**config.mk**
```make
export PLATFORM = sky130hd
export DESIGN_NAME = gripper_command_frame_builder
export DESIGN_NICKNAME = d
export VERILOG_FILES = /design/src/hw/rtl/gcfb_pkg.sv /design/src/hw/rtl/gripper_command_frame_builder.sv /design/src/hw/rtl/gcfb_encode.sv /design/src/hw/rtl/gcfb_serializer.sv
export SDC_FILE = /design/constraint.sdc
export NUM_CORES = 1
export LEC_CHECK = 0
export BUFFER_PORTS_ARGS = -buffer_cell sky130_fd_sc_hd__buf_2
export CAP_MARGIN = 20
export CELL_PAD_IN_SITES_DETAIL_PLACEMENT = 1
export CELL_PAD_IN_SITES_GLOBAL_PLACEMENT = 1
export CORE_UTILIZATION = 45
export CTS_CLUSTER_DIAMETER = 40
export CTS_CLUSTER_SIZE = 14
export DETAILED_ROUTE_END_ITERATION = 8
export PLACE_DENSITY_LB_ADDON = 0.1
export SLEW_MARGIN = 0
export SYNTH_ARGS = -nofsm -noshare
export SYNTH_HDL_FRONTEND = slang
export SYNTH_HIERARCHICAL = 1
export SYNTH_SLANG_ARGS = --single-unit
export TNS_END_PERCENT = 50
```
**constraint.sdc**
```tcl
create_clock -name clk -period 5.6 [get_ports clk]
set_input_delay 1.12 -clock clk [delete_from_list [all_inputs] [get_ports clk]]
set_output_delay 1.12 -clock clk [all_outputs]
set_load 0.03 [all_outputs]
```
**src/hw/rtl/gcfb_pkg.sv**
```systemverilog
// Gripper command frame builder: shared constants, frame type and clamp helper.
// Used by gcfb_encode, gcfb_serializer and gripper_command_frame_builder.
// Depends on nothing.
package gcfb_pkg;

    localparam int FRAME_MAX = 10;
    localparam int CNT_W     = $clog2(FRAME_MAX + 1);

    localparam logic [7:0] HDR0        = 8'hEB;
    localparam logic [7:0] HDR1        = 8'h90;
    localparam logic [7:0] CMD_GRIP    = 8'h10;
    localparam logic [7:0] CMD_RELEASE = 8'h11;
    localparam logic [7:0] LEN_GRIP    = 8'h05;
    localparam logic [7:0] LEN_RELEASE = 8'h03;
    localparam logic [7:0] ID_RESET    = 8'h01;

    localparam logic [CNT_W-1:0] NBYTES_GRIP    = CNT_W'(10);
    localparam logic [CNT_W-1:0] NBYTES_RELEASE = CNT_W'(8);

    localparam logic OP_GRIP    = 1'b0;
    localparam logic OP_RELEASE = 1'b1;

    localparam logic signed [15:0] SPEED_MIN = 16'sd1;
    localparam logic signed [15:0] SPEED_MAX = 16'sd1000;
    localparam logic signed [15:0] FORCE_MIN = 16'sd30;
    localparam logic signed [15:0] FORCE_MAX = 16'sd1000;

    typedef logic [FRAME_MAX-1:0][7:0] frame_bytes_t;

    typedef struct packed {
        frame_bytes_t     bytes;   // bytes[0] goes out first
        logic [CNT_W-1:0] nbytes;
    } frame_t;

    // Clamp a signed request into [lo, hi]; the result always fits 16 bits unsigned.
    function automatic logic [15:0] clamp16(input logic signed [15:0] v,
                                            input logic signed [15:0] lo,
                                            input logic signed [15:0] hi);
        logic signed [15:0] r;
        begin
            r = v;
            if (r < lo)
            begin
                r = lo;
            end
            if (r > hi)
            begin
                r = hi;
            end
            return 16'(r);
        end
    endfunction

endpackage

```
**src/hw/rtl/gripper_command_frame_builder.sv**
```systemverilog
// Top level of the gripper command frame builder: device id register,
// command register with frame assembly, and byte serializer.
// Depends on gcfb_pkg, gcfb_encode and gcfb_serializer.
//
// Channel   | Ports                                        | Transfer when
// ----------+----------------------------------------------+---------------------------
// command   | start, busy, opcode, speed_request,          | start && !busy
//           | force_request                                |
// frame out | byte_strobe, frame_byte, last_byte           | byte_strobe (one cycle)
// config    | cfg_valid, cfg_ready, cfg_data (device id)   | cfg_valid && cfg_ready
//
// A grip frame is 10 bytes on the output, a release frame 8; one byte per
// cycle is the limit set by the single output byte lane. The first byte leaves
// after the command is registered and then loaded into the serializer. Frames
// follow each other with no gap: the next command sits in the command register
// and loads on the last byte. busy rises only while a command waits for the
// serializer. Reset clears the command slot and the serializer and sets device
// id to 1. The receiver cannot stall; every byte shows for exactly one cycle.
module gripper_command_frame_builder (
    input  logic               clk,
    input  logic               rst_n,
    input  logic               start,
    output logic               busy,
    input  logic               opcode,
    input  logic signed [15:0] speed_request,
    input  logic signed [15:0] force_request,
    input  logic               cfg_valid,
    output logic               cfg_ready,
    input  logic [7:0]         cfg_data,
    output logic               byte_strobe,
    output logic [7:0]         frame_byte,
    output logic               last_byte
);
    import gcfb_pkg::*;

    logic [7:0] device_id_reg;
    logic       accept;
    logic       take;
    logic       cmd_valid;
    logic       ser_free;
    frame_t     frame;

    // Device id: writable at any time, used when a frame is assembled.
    assign cfg_ready = 1'b1;

    always_ff @(posedge clk or negedge rst_n)
    begin
        if (!rst_n)
        begin
            device_id_reg <= ID_RESET;
        end
        else if (cfg_valid && cfg_ready)
        begin
            device_id_reg <= cfg_data;
        end
    end

    // Hand the waiting command to the serializer when it is idle or on its
    // last byte; the command slot then frees up in the same cycle.
    assign take   = cmd_valid && ser_free;
    assign busy   = cmd_valid && !ser_free;
    assign accept = start && !busy;

    gcfb_encode u_encode (
        .clk           (clk),
        .rst_n         (rst_n),
        .accept        (accept),
        .take          (take),
        .opcode        (opcode),
        .speed_request (speed_request),
        .force_request (force_request),
        .device_id     (device_id_reg),
        .cmd_valid     (cmd_valid),
        .frame         (frame)
    );

    gcfb_serializer u_serializer (
        .clk         (clk),
        .rst_n       (rst_n),
        .load        (take),
        .frame       (frame),
        .free        (ser_free),
        .byte_strobe (byte_strobe),
        .frame_byte  (frame_byte),
        .last_byte   (last_byte)
    );

    // A frame never breaks off before its checksum byte.
    a_frame_contiguous: assert property (@(posedge clk) disable iff (!rst_n)
        byte_strobe && !last_byte |=> byte_strobe)
        else $error("frame interrupted before last byte");

    // The end marker only appears on a shown byte.
    a_last_has_strobe: assert property (@(posedge clk) disable iff (!rst_n)
        last_byte |-> byte_strobe)
        else $error("last_byte without byte_strobe");

    // A command taken with everything idle starts its frame with the header.
    a_header_first: assert property (@(posedge clk) disable iff (!rst_n)
        accept && !cmd_valid && !byte_strobe |=> ##1 (byte_strobe && frame_byte == HDR0))
        else $error("frame did not start with header byte");

    // A waiting command is never dropped while the serializer is busy.
    a_hold_command: assert property (@(posedge clk) disable iff (!rst_n)
        busy |=> cmd_valid)
        else $error("pending command lost");

endmodule

```
**src/hw/rtl/gcfb_encode.sv**
```systemverilog
// Command register and frame assembly: clamp, lay out the bytes, checksum.
// Depends on gcfb_pkg.
module gcfb_encode (
    input  logic                 clk,
    input  logic                 rst_n,
    input  logic                 accept,
    input  logic                 take,
    input  logic                 opcode,
    input  logic signed [15:0]   speed_request,
    input  logic signed [15:0]   force_request,
    input  logic [7:0]           device_id,
    output logic                 cmd_valid,
    output gcfb_pkg::frame_t     frame
);
    import gcfb_pkg::*;

    logic               valid_reg, valid_next;
    logic               op_reg;
    logic signed [15:0] speed_reg;
    logic signed [15:0] force_reg;

    logic [15:0] speed_c;
    logic [15:0] force_c;
    logic [7:0]  len_b;
    logic [7:0]  cmd_b;
    logic [7:0]  sum_b;

    always_comb
    begin
        valid_next = valid_reg;
        if (accept)
        begin
            valid_next = 1'b1;
        end
        else if (take)
        begin
            valid_next = 1'b0;
        end
    end

    always_ff @(posedge clk or negedge rst_n)
    begin
        if (!rst_n)
        begin
            valid_reg <= 1'b0;
        end
        else
        begin
            valid_reg <= valid_next;
        end
    end

    always_ff @(posedge clk)
    begin
        if (accept)
        begin
            op_reg    <= opcode;
            speed_reg <= speed_request;
            force_reg <= force_request;
        end
    end

    assign cmd_valid = valid_reg;

    always_comb
    begin
        speed_c = clamp16(speed_reg, SPEED_MIN, SPEED_MAX);
        force_c = clamp16(force_reg, FORCE_MIN, FORCE_MAX);
        frame   = '0;
        if (op_reg == OP_RELEASE)
        begin
            len_b = LEN_RELEASE;
            cmd_b = CMD_RELEASE;
            sum_b = device_id + len_b + cmd_b + speed_c[7:0] + speed_c[15:8];
            frame.bytes[7] = sum_b;
            frame.nbytes   = NBYTES_RELEASE;
        end
        else
        begin
            len_b = LEN_GRIP;
            cmd_b = CMD_GRIP;
            sum_b = device_id + len_b + cmd_b + speed_c[7:0] + speed_c[15:8]
                  + force_c[7:0] + force_c[15:8];
            frame.bytes[7] = force_c[7:0];
            frame.bytes[8] = force_c[15:8];
            frame.bytes[9] = sum_b;
            frame.nbytes   = NBYTES_GRIP;
        end
        frame.bytes[0] = HDR0;
        frame.bytes[1] = HDR1;
        frame.bytes[2] = device_id;
        frame.bytes[3] = len_b;
        frame.bytes[4] = cmd_b;
        frame.bytes[5] = speed_c[7:0];
        frame.bytes[6] = speed_c[15:8];
    end

endmodule

```
**src/hw/rtl/gcfb_serializer.sv**
```systemverilog
// Byte serializer: holds one assembled frame and shifts it out a byte per cycle.
// Depends on gcfb_pkg.
module gcfb_serializer (
    input  logic                 clk,
    input  logic                 rst_n,
    input  logic                 load,
    input  gcfb_pkg::frame_t     frame,
    output logic                 free,
    output logic                 byte_strobe,
    output logic [7:0]           frame_byte,
    output logic                 last_byte
);
    import gcfb_pkg::*;

    frame_bytes_t     shift_reg, shift_next;
    logic [CNT_W-1:0] left_reg, left_next;

    always_comb
    begin
        shift_next = shift_reg;
        left_next  = left_reg;
        if (load)
        begin
            shift_next = frame.bytes;
            left_next  = frame.nbytes;
        end
        else if (left_reg != '0)
        begin
            shift_next = shift_reg >> 8;
            left_next  = left_reg - CNT_W'(1);
        end
    end

    always_ff @(posedge clk or negedge rst_n)
    begin
        if (!rst_n)
        begin
            left_reg <= '0;
        end
        else
        begin
            left_reg <= left_next;
        end
    end

    always_ff @(posedge clk)
    begin
        shift_reg <= shift_next;
    end

    assign byte_strobe = (left_reg != '0);
    assign last_byte   = (left_reg == CNT_W'(1));
    assign free        = (left_reg == '0) || (left_reg == CNT_W'(1));
    assign frame_byte  = shift_reg[0];

endmodule

```
---- Word-level counts from Yosys, hierarchy flattened ----
Index checks and enable logic that the tools add are counted.
word-level totals
  latch bits .............................. 0
  bits in registers ....................... 126
  bits in writable memories ............... 0
  input bits .............................. 45
  memories kept ........................... 0
  bits in read-only memories .............. 0
cells by class
  shift-type cells ........................ 0
  bitwise gates (word level) .............. 0
  mux-type cells .......................... 15
  eq/ne operators ......................... 1
  add/subtract/negate cells ............... 11
  div/mod/pow operators ................... 0
  reduce and logical (&&, ||, !) cells .... 10
  multiply operators ...................... 0
  magnitude comparators ................... 4
operators with widths
  kind                                                                                count
  80-bit two-way mux                                                                  2
  16-bit two-way mux                                                                  5
  8-bit adder                                                                         6
  16-bit by 11-bit greater-than comparator with 1-bit output (second input constant)  2
  8-bit by 5-bit adder with 8-bit output (second input constant)                      2
  16-bit by 2-bit < comparator with 1-bit output (second input constant)              1
  16-bit by 6-bit < comparator with 1-bit output (second input constant)              1
  8-bit by 2-bit adder with 8-bit output (second input constant)                      1
  8-bit by 3-bit adder with 8-bit output (second input constant)                      1
  4-bit two-way mux                                                                   2
  8-bit two-way mux                                                                   1
  4-bit by 1-bit == test with 1-bit output (second input constant)                    1
  4-bit logical NOT                                                                   1
  2-bit nonzero test                                                                  2
  4-bit nonzero test                                                                  1
  4-bit by 1-bit subtractor with 4-bit output (second input constant)                 1
  1-bit logical AND                                                                   3
  1-bit two-way mux                                                                   3
  3-bit two-way mux                                                                   1
  1-bit logical NOT                                                                   2
  2-bit two-way mux                                                                   1
  1-bit logical OR                                                                    1

---- Longest topological paths before layout ----
Gate-level depths: netlist of run 1.
  word-level depth ........................ 10
  mapped depth ............................ 23

---- Modules after synthesis ----
Netlist of run 1, hierarchy kept.
modules (own cells, without submodules)
  module                         area an instance (µm²)  sequential area each (µm²)  cells an instance  times used
  gcfb_serializer                3649.8                  2502.4                      205                1
  gcfb_encode                    3344.5                  1016.0                      344                1
  gripper_command_frame_builder  362.8                   201.4                       22                 1

---- Least setup slack after synthesis of run 1 ----
OpenSTA, ideal clock, no wires.
  kind .................................... register to register
  start point ............................. reg u_encode.speed_reg[9]
  end point ............................... reg u_serializer/shift_reg[79] (netlist bit) (data pin)
  required time ........................... 5345 ps
  arrival time ............................ 5149 ps
  period minus slack after synthesis ...... 5404 ps
  stages on the path, launching flop included .. 23
  setup slack ............................. 196 ps
  cells stage by stage .................... edfxtp_1 -> nor4_1 -> nand3_1 -> nor3_1 -> ha_1 -> inv_1 -> buf_2 -> o2111ai_1 -> a31oi_2 -> o21ai_0 -> fa_1 -> inv_1 -> fa_1 -> inv_1 -> fa_1 -> inv_1 -> ha_1 -> a211oi_2 -> o21bai_1 -> a21oi_1 -> xnor3_1 -> mux2i_1 -> and2_1
RTL lines
  element                 RTL line               text
  start, declared         gcfb_encode.sv:19      logic signed [15:0] speed_reg;
  start signal, assigned  gcfb_encode.sv:58      speed_reg <= speed_request;
  end signal, assigned    gcfb_serializer.sv:48  shift_reg <= shift_next;
  end, declared           gcfb_serializer.sv:15  frame_bytes_t shift_reg, shift_next;

==> results.sh, run 1 <==
export IMPL_status="finished clean"
export IMPL_ir_drop_mv=0.270
export IMPL_setup_viol_count_final=0
export IMPL_synth_enable_flop_cells=113
export IMPL_holdCritPathClass="register to register"
export IMPL_cts_tree="done"
export IMPL_fin_util_pct=52.7
export IMPL_required_ps=5780
export IMPL_drv_slew=0
export IMPL_endpoint_kind="register"
export IMPL_place_area_um2=7670
export IMPL_fmaxAchievable_ghz=0.187
export IMPL_clockBufferDepth=2
export IMPL_synth_seq_cells=126
export IMPL_min_to="u_encode/cmd_valid"
export IMPL_die_w_um=130
export IMPL_sw_frac_of_total_pct=33.9
export IMPL_clk_pin_slew_ps=50
export IMPL_post_route_min_period_ps=5350
export IMPL_final_setup_worst_slack_ps=247
export IMPL_die_y_um=130
export IMPL_gp_congestion=0.876
export IMPL_syn_inst=571
export IMPL_cpLargestDelayFamily="adder cells"
export IMPL_htreeDepth=4
export IMPL_layout_drive_gt1_share_pct=34.5
export IMPL_fill_cells=1659
export IMPL_synth_ff_type="edfxtp_1"
export IMPL_layout_common_cells="113 x edfxtp_1, 75 x mux2_2, 71 x inv_1, 55 x buf_2, 33 x conb_1"
export IMPL_num_rows=46
export IMPL_timing_rr_end="u_serializer/shift_reg[79]"
export IMPL_initial_core_util_pct=46.1
export IMPL_syn_area_um2=7360
export IMPL_yosysUniqueCellTypes=60
export IMPL_final_common_cell="edfxtp_1"
export IMPL_ant_nets=0
export IMPL_worst_path_max_delay_cell="fa_1"
export IMPL_leakage_nw=3.65
export IMPL_nNetsFinal=727
export IMPL_p_int_mw=3.12
export IMPL_power_density_nw_per_um2=562
export IMPL_ff_latch_area_um2=3720
export IMPL_cpMostUsedCell="fa_1"
export IMPL_numCtsBuffers=17
export IMPL_grt_ovfl_total=0
export IMPL_rsz0062_at_grt="true"
export IMPL_cp_start_kind="register"
export IMPL_preCtsSetupSlack_ps=-217
export IMPL_antenna_found_initial=0
export IMPL_clkSinkCount=126
export IMPL_final_hold_viol_count=0
export IMPL_diodes=0
export IMPL_grt_pass1_vias=4534
export IMPL_fin_crit_sh_pct=95.6
export IMPL_hold_ws_ps=511
export IMPL_num_vias=4224
export IMPL_r2r_cells=22
export IMPL_r2r_slack_ps=250
export IMPL_relSlewSlack_pct=31.3
export IMPL_via_per_inst=4.92
export IMPL_clockPowerShare_pct=22.7
export IMPL_path_buf_inv=5
export IMPL_crit_path_max_incr_delay_ps=580
export IMPL_area_growth_syn_to_layout_pct=14.1
export IMPL_combPwrFrac_pct=41.3
export IMPL_dr_pass1_iters=5
export IMPL_routedWlPerCell_um=17.9
export IMPL_worst_slew_pin_slew_ps=1030
export IMPL_holdPathStages=1
export IMPL_grt_max_degree=89
export IMPL_die_area_um2=16900
export IMPL_ys_warnings_count=6
export IMPL_finalSetupTns_ps=0
export IMPL_multi_input_area_um2=3090
export IMPL_pwr_share_seq_pct=36.0
export IMPL_drc=0
export IMPL_drt_iter0_markers=191
export IMPL_net_switching_power_mw=1.60
export IMPL_cts_hold_fix_buffers=0
export IMPL_r2r_start="u_encode/speed_reg[8]"
export IMPL_clock_skew_ps=8.87
export IMPL_drv_cap=0
export IMPL_largest_reg_flops=72
export IMPL_worstPathCellList="nor4_4 -> nand3_1 -> nor3_2 -> ha_1 -> inv_1 -> o2111ai_1 -> a31oi_2 -> buf_4 -> o21ai_1 -> fa_1 -> inv_2 -> fa_1 -> inv_1 -> fa_1 -> inv_2 -> ha_4 -> a211oi_2 -> o21bai_1 -> a21oi_1 -> xnor3_1 -> mux2i_1 -> and2_1"
export IMPL_groute_usage_overall_pct=20.1
export IMPL_synth_avg_cell_area_um2=12.9
export IMPL_core_area_um2=15900
export IMPL_async_flop_share_pct=10.3
export IMPL_crit_arrival_ps=5530
export IMPL_clk_latency_ps=430
export IMPL_port_buffers=55
export IMPL_fin_area_um2=8400
export IMPL_cts_root_buf="clkbuf_16"
export IMPL_crit_fanout=3
export IMPL_ioPinCount=57
export IMPL_hp_start="u_encode/cmd_valid"
export IMPL_grt_pass1_wl_um=24500
export IMPL_synth_seq_area_share_pct=50.6
export IMPL_routed_wl_um=15400
export IMPL_hpwlAfterDp_um=10800
export IMPL_crit_type="register to register"
cell usage after synthesis, types with 3 or more instances:
cell | number | area [µm²]
nor2b_1 | 6 | 37.5
nor3_1 | 6 | 30.0
conb_1 | 3 | 11.3
nand2_1 | 14 | 52.6
inv_1 | 73 | 274
mux2_2 | 75 | 845
mux2_4 | 8 | 120
buf_2 | 9 | 45.0
nand3_1 | 5 | 25.0
and2_1 | 19 | 119
xnor2_1 | 7 | 61.3
o21ai_1 | 4 | 20.0
xor2_1 | 3 | 26.3
edfxtp_1 | 113 | 3390
a211oi_1 | 4 | 30.0
fa_1 | 24 | 480
buf_4 | 53 | 398
o21ai_0 | 13 | 65.1
ha_1 | 28 | 350
and3_1 | 9 | 56.3
clkbuf_1 | 5 | 18.8
nor2_1 | 17 | 63.8
dfrtp_1 | 12 | 300
a21o_1 | 7 | 52.6
a21oi_1 | 7 | 35.0
power by group through the flow:
stage / combinational (mW) / clock, mW / sequential (mW)
global placement: 1.82 / 0 / 1.69
global route: 2.17 / 1.14 / 1.74
floorplan: 1.48 / 0 / 1.66
finish: 1.95 / 1.07 / 1.70
detailed placement: 1.88 / 0 / 1.71
CTS: 1.90 / 1.10 / 1.70
per-layer routing:
| metal | up-vias | GRT usage, % | part of all wire (%) | wire length [µm] |
|---|---|---|---|---|
| li1 | 2017 | - | - | - |
| met3 | 18 | 5.00 | 2.6 | 404 |
| met4 | 0 | 7.66 | 1.6 | 249 |
| met5 | - | 0 | 0 | 0 |
| met1 | 2127 | 25.2 | 45 | 6890 |
| met2 | 62 | 33.6 | 51 | 7830 |
how the worst max path moves through the flow:
stage,startpoint,endpoint,slack (ps),depth (start not counted)
floorplan,u_encode/speed_reg[9],u_serializer/shift_reg[79],200,22
global placement,u_encode/force_reg[12],u_serializer/shift_reg[79],20,21
detailed placement,u_encode/force_reg[12],u_serializer/shift_reg[79],-220,21
CTS,u_encode/force_reg[14],u_serializer/shift_reg[79],20,22
global route,u_encode/speed_reg[8],u_serializer/shift_reg[79],-100,22
finish,u_encode/speed_reg[8],u_serializer/shift_reg[79],250,22
repair_timing:
action | CTS | global route
pin swaps | 1 | 12
gates resized for setup | 5 | 19
hold endpoints to repair | 0 | 0
endpoints found under the setup margin | 2 | 2
buffers inserted | 0 | 7
metrics by stage:
step / total power, mW / std cells
detailed placement: 3.58 / 819
CTS: 4.70 / 851
finish: 4.72 / 859
global route: 5.04 / 859
global placement: 3.51 / 819
floorplan: 3.14 / 601
kinds of logic (layout without fill, tap and decap cells):
group	Yosys count	count (layout)	share of synthesized area, %
other	3	33	0.153
muxes	85	85	13.4
adders and majority gates	52	52	11.3
and+or+nand+nor	95	95	7.31
buffers and inverters	143	185	10.4
AOI/OAI and AO/OA	55	55	5.12
xor gates and xnor gates	12	12	1.82
DFF	126	126	50.6
worst reg2reg max path, stage by stage, from the launching register on:
cell and delay (ps):
edfxtp_1 460, nor4_4 280, nand3_1 110, nor3_2 110, ha_1 260, inv_1 90
o2111ai_1 150, a31oi_2 240, buf_4 150, o21ai_1 90, fa_1 580, inv_2 70
fa_1 530, inv_1 50, fa_1 550, inv_2 60, ha_4 250, a211oi_2 250
o21bai_1 110, a21oi_1 180, xnor3_1 260, mux2i_1 120, and2_1 160
layout make-up:
class	instances	area share (%)
Clock inverter	11	1.42
Sequential cell	126	44.3
Clock buffer	21	5.36
Timing Repair Buffer	80	5.66
Multi-Input combinational cell	332	36.8
Tap cell	216	3.22
Inverter	73	3.26
Power figures use the tool's default switching activity.
==> run 2, diff against run 1 <==
Settings changed: REMOVE_ABC_BUFFERS set to 1, SKIP_LAST_GASP set to 1.
==> run 2 against run 1 <==
Compared with the run above: setup slack got worse by 4.4 ps; largest cell class unchanged; combinational power hardly changed; critical path type unchanged; first-iteration DRC count decreased by 21%; register-to-register slack about the same; worst hold slack got worse by 6.5 ps; die area unchanged; fmax barely moved.
==> results.sh, run 2 (synthesis results as in run 1) <==
export IMPL_drt_iter0_markers=150
export IMPL_drv_cap=0
export IMPL_grt_max_degree=57
export IMPL_port_buffers=55
export IMPL_largest_reg_flops=72
export IMPL_fmaxAchievable_ghz=0.187
export IMPL_htreeDepth=4
export IMPL_crit_fanout=6
export IMPL_die_y_um=130
export IMPL_clk_latency_ps=410
export IMPL_final_hold_viol_count=0
export IMPL_r2r_cells=23
export IMPL_crit_path_max_incr_delay_ps=530
export IMPL_cts_tree="done"
export IMPL_drv_slew=0
export IMPL_preCtsSetupSlack_ps=-159
export IMPL_drc=0
export IMPL_via_per_inst=4.98
export IMPL_die_area_um2=16900
export IMPL_clkSinkCount=126
export IMPL_antenna_found_initial=0
export IMPL_diodes=0
export IMPL_crit_type="register to register"
export IMPL_clock_skew_ps=8.75
export IMPL_place_area_um2=7700
export IMPL_grt_pass1_wl_um=24700
export IMPL_holdCritPathClass="register to register"
export IMPL_power_mw=4.87
export IMPL_cp_startpoint="u_encode/force_reg[14]"
export IMPL_clockBufferDepth=2
export IMPL_cpLargestDelayFamily="adder cells"
export IMPL_fin_area_um2=8510
export IMPL_routedWlPerCell_um=18.0
export IMPL_cts_hold_fix_buffers=0
export IMPL_ioPinCount=57
export IMPL_area_growth_syn_to_layout_pct=15.7
export IMPL_fin_crit_sh_pct=95.7
export IMPL_crit_end="u_serializer/shift_reg[79]"
export IMPL_layout_common_cells="113 x edfxtp_1, 75 x mux2_2, 73 x inv_1, 55 x buf_2, 33 x conb_1"
export IMPL_grt_pass1_vias=4755
export IMPL_hp_start="u_encode/cmd_valid"
export IMPL_r2r_start="u_encode/force_reg[14]"
export IMPL_cts_root_buf="clkbuf_16"
export IMPL_cp_start_kind="register"
export IMPL_cpMostUsedCell="ha_1"
export IMPL_ant_nets=0
export IMPL_rsz0062_at_grt="true"
export IMPL_die_w_um=130
export IMPL_numCtsBuffers=17
export IMPL_gp_congestion=0.880
export IMPL_endpoint_kind="register"
export IMPL_setup_viol_count_final=0
export IMPL_final_common_cell="edfxtp_1"
export IMPL_crit_arrival_ps=5530
export IMPL_clk_pin_slew_ps=50
export IMPL_layout_drive_gt1_share_pct=35.2
export IMPL_post_route_min_period_ps=5360
export IMPL_core_area_um2=15900
export IMPL_required_ps=5770
export IMPL_r2r_slack_ps=240
export IMPL_relSlewSlack_pct=31.3
export IMPL_final_setup_worst_slack_ps=243
export IMPL_worst_slew_pin_slew_ps=1030
export IMPL_power_density_nw_per_um2=572
export IMPL_status="finished clean"
export IMPL_nNetsFinal=732
export IMPL_dr_pass1_iters=4
export IMPL_ir_drop_mv=0.250
export IMPL_path_buf_inv=4
export IMPL_num_vias=4300
export IMPL_fin_util_pct=53.4
export IMPL_routed_wl_um=15500
export IMPL_initial_core_util_pct=46.1
export IMPL_timing_rr_end="u_serializer/shift_reg[79]"
export IMPL_leakage_nw=3.74
export IMPL_groute_usage_overall_pct=20.1
export IMPL_worstPathCellList="nor3_4 -> nand2_2 -> nor3_2 -> ha_1 -> buf_4 -> nand2b_1 -> a211oi_2 -> nor2_1 -> o21ba_4 -> buf_4 -> and2_1 -> ha_1 -> fa_1 -> inv_1 -> fa_1 -> inv_1 -> ha_1 -> o21ai_2 -> o21bai_1 -> a21oi_1 -> xnor3_1 -> mux2i_1 -> and2_1"
export IMPL_num_rows=46
export IMPL_cp_depth=23
export IMPL_worst_path_max_delay_cell="fa_1"
export IMPL_hpwlAfterDp_um=11200
export IMPL_grt_ovfl_total=0
run 2: cell count changes in the layout (fill, tap and decap cells not counted), sizes merged:
cell,delta
clkbuf,+1
clkinvlp,-3
clkinv,-1
bufinv,+3
buf,+5
run 2: how the worst min path moves through the flow:
stage          slack [ps]            endpoint  cells after the start
6_report              500  u_encode/cmd_valid                      1
3_5_place_dp          500  u_encode/cmd_valid                      1
2_1_floorplan         460  u_encode/cmd_valid                      1
5_1_grt               530  u_encode/cmd_valid                      1
3_3_place_gp          480  u_encode/cmd_valid                      1
4_1_cts               510  u_encode/cmd_valid                      1
run 2: metrics by stage:
step                      instances  hold slack (ps)  setup TNS (ps)
final                           864              504               0
after global routing            864              530           -11.1
after CTS                       857              510               0
after detailed placement        823              498            -243
after global placement          823              484           -17.4
after floorplan                 531              460               0
run 2: report_power, final:
part,switching [mW],internal [mW]
clock network,0.396,0.836
registers,0.145,1.54
logic,1.05,0.904
run 2: final cells by class:
| type | count | area [µm²] |
|---|---|---|
| Sequential cell | 126 | 3720 |
| Inverter | 73 | 274 |
| Tap cell | 216 | 270 |
| Clock buffer | 22 | 484 |
| Timing Repair Buffer | 85 | 500 |
| Multi-Input combinational cell | 332 | 3080 |
| Fill cell | 1656 | 7430 |
| Clock inverter | 10 | 183 |
run 2: what timing repair did:
item                                    CTS  global route
gates resized for setup                   5            15
setup buffers                             2             7
endpoints found under the setup margin    2             2
pin swaps                                 1            11
endpoints found under the hold margin     0             0
run 2: per-layer routing:
metal  vias up  routed length (µm)  track usage, %
met5         -                   0               0
met3        27                 413            3.85
met4         0                 316            8.21
met2        86                8150            35.7
met1      2163                6650            24.1
li1       2024                   -               -
run 2: worst register-to-register path, delay by kind of cell (launching register included):
| kind | cells | cell delay (ps) |
|---|---|---|
| buf+inv | 4 | 420 |
| fa+ha+maj | 5 | 1950 |
| mux | 1 | 120 |
| simple gates | 7 | 1130 |
| compound gates | 5 | 840 |
| xor+xnor | 1 | 240 |
| flops | 1 | 440 |
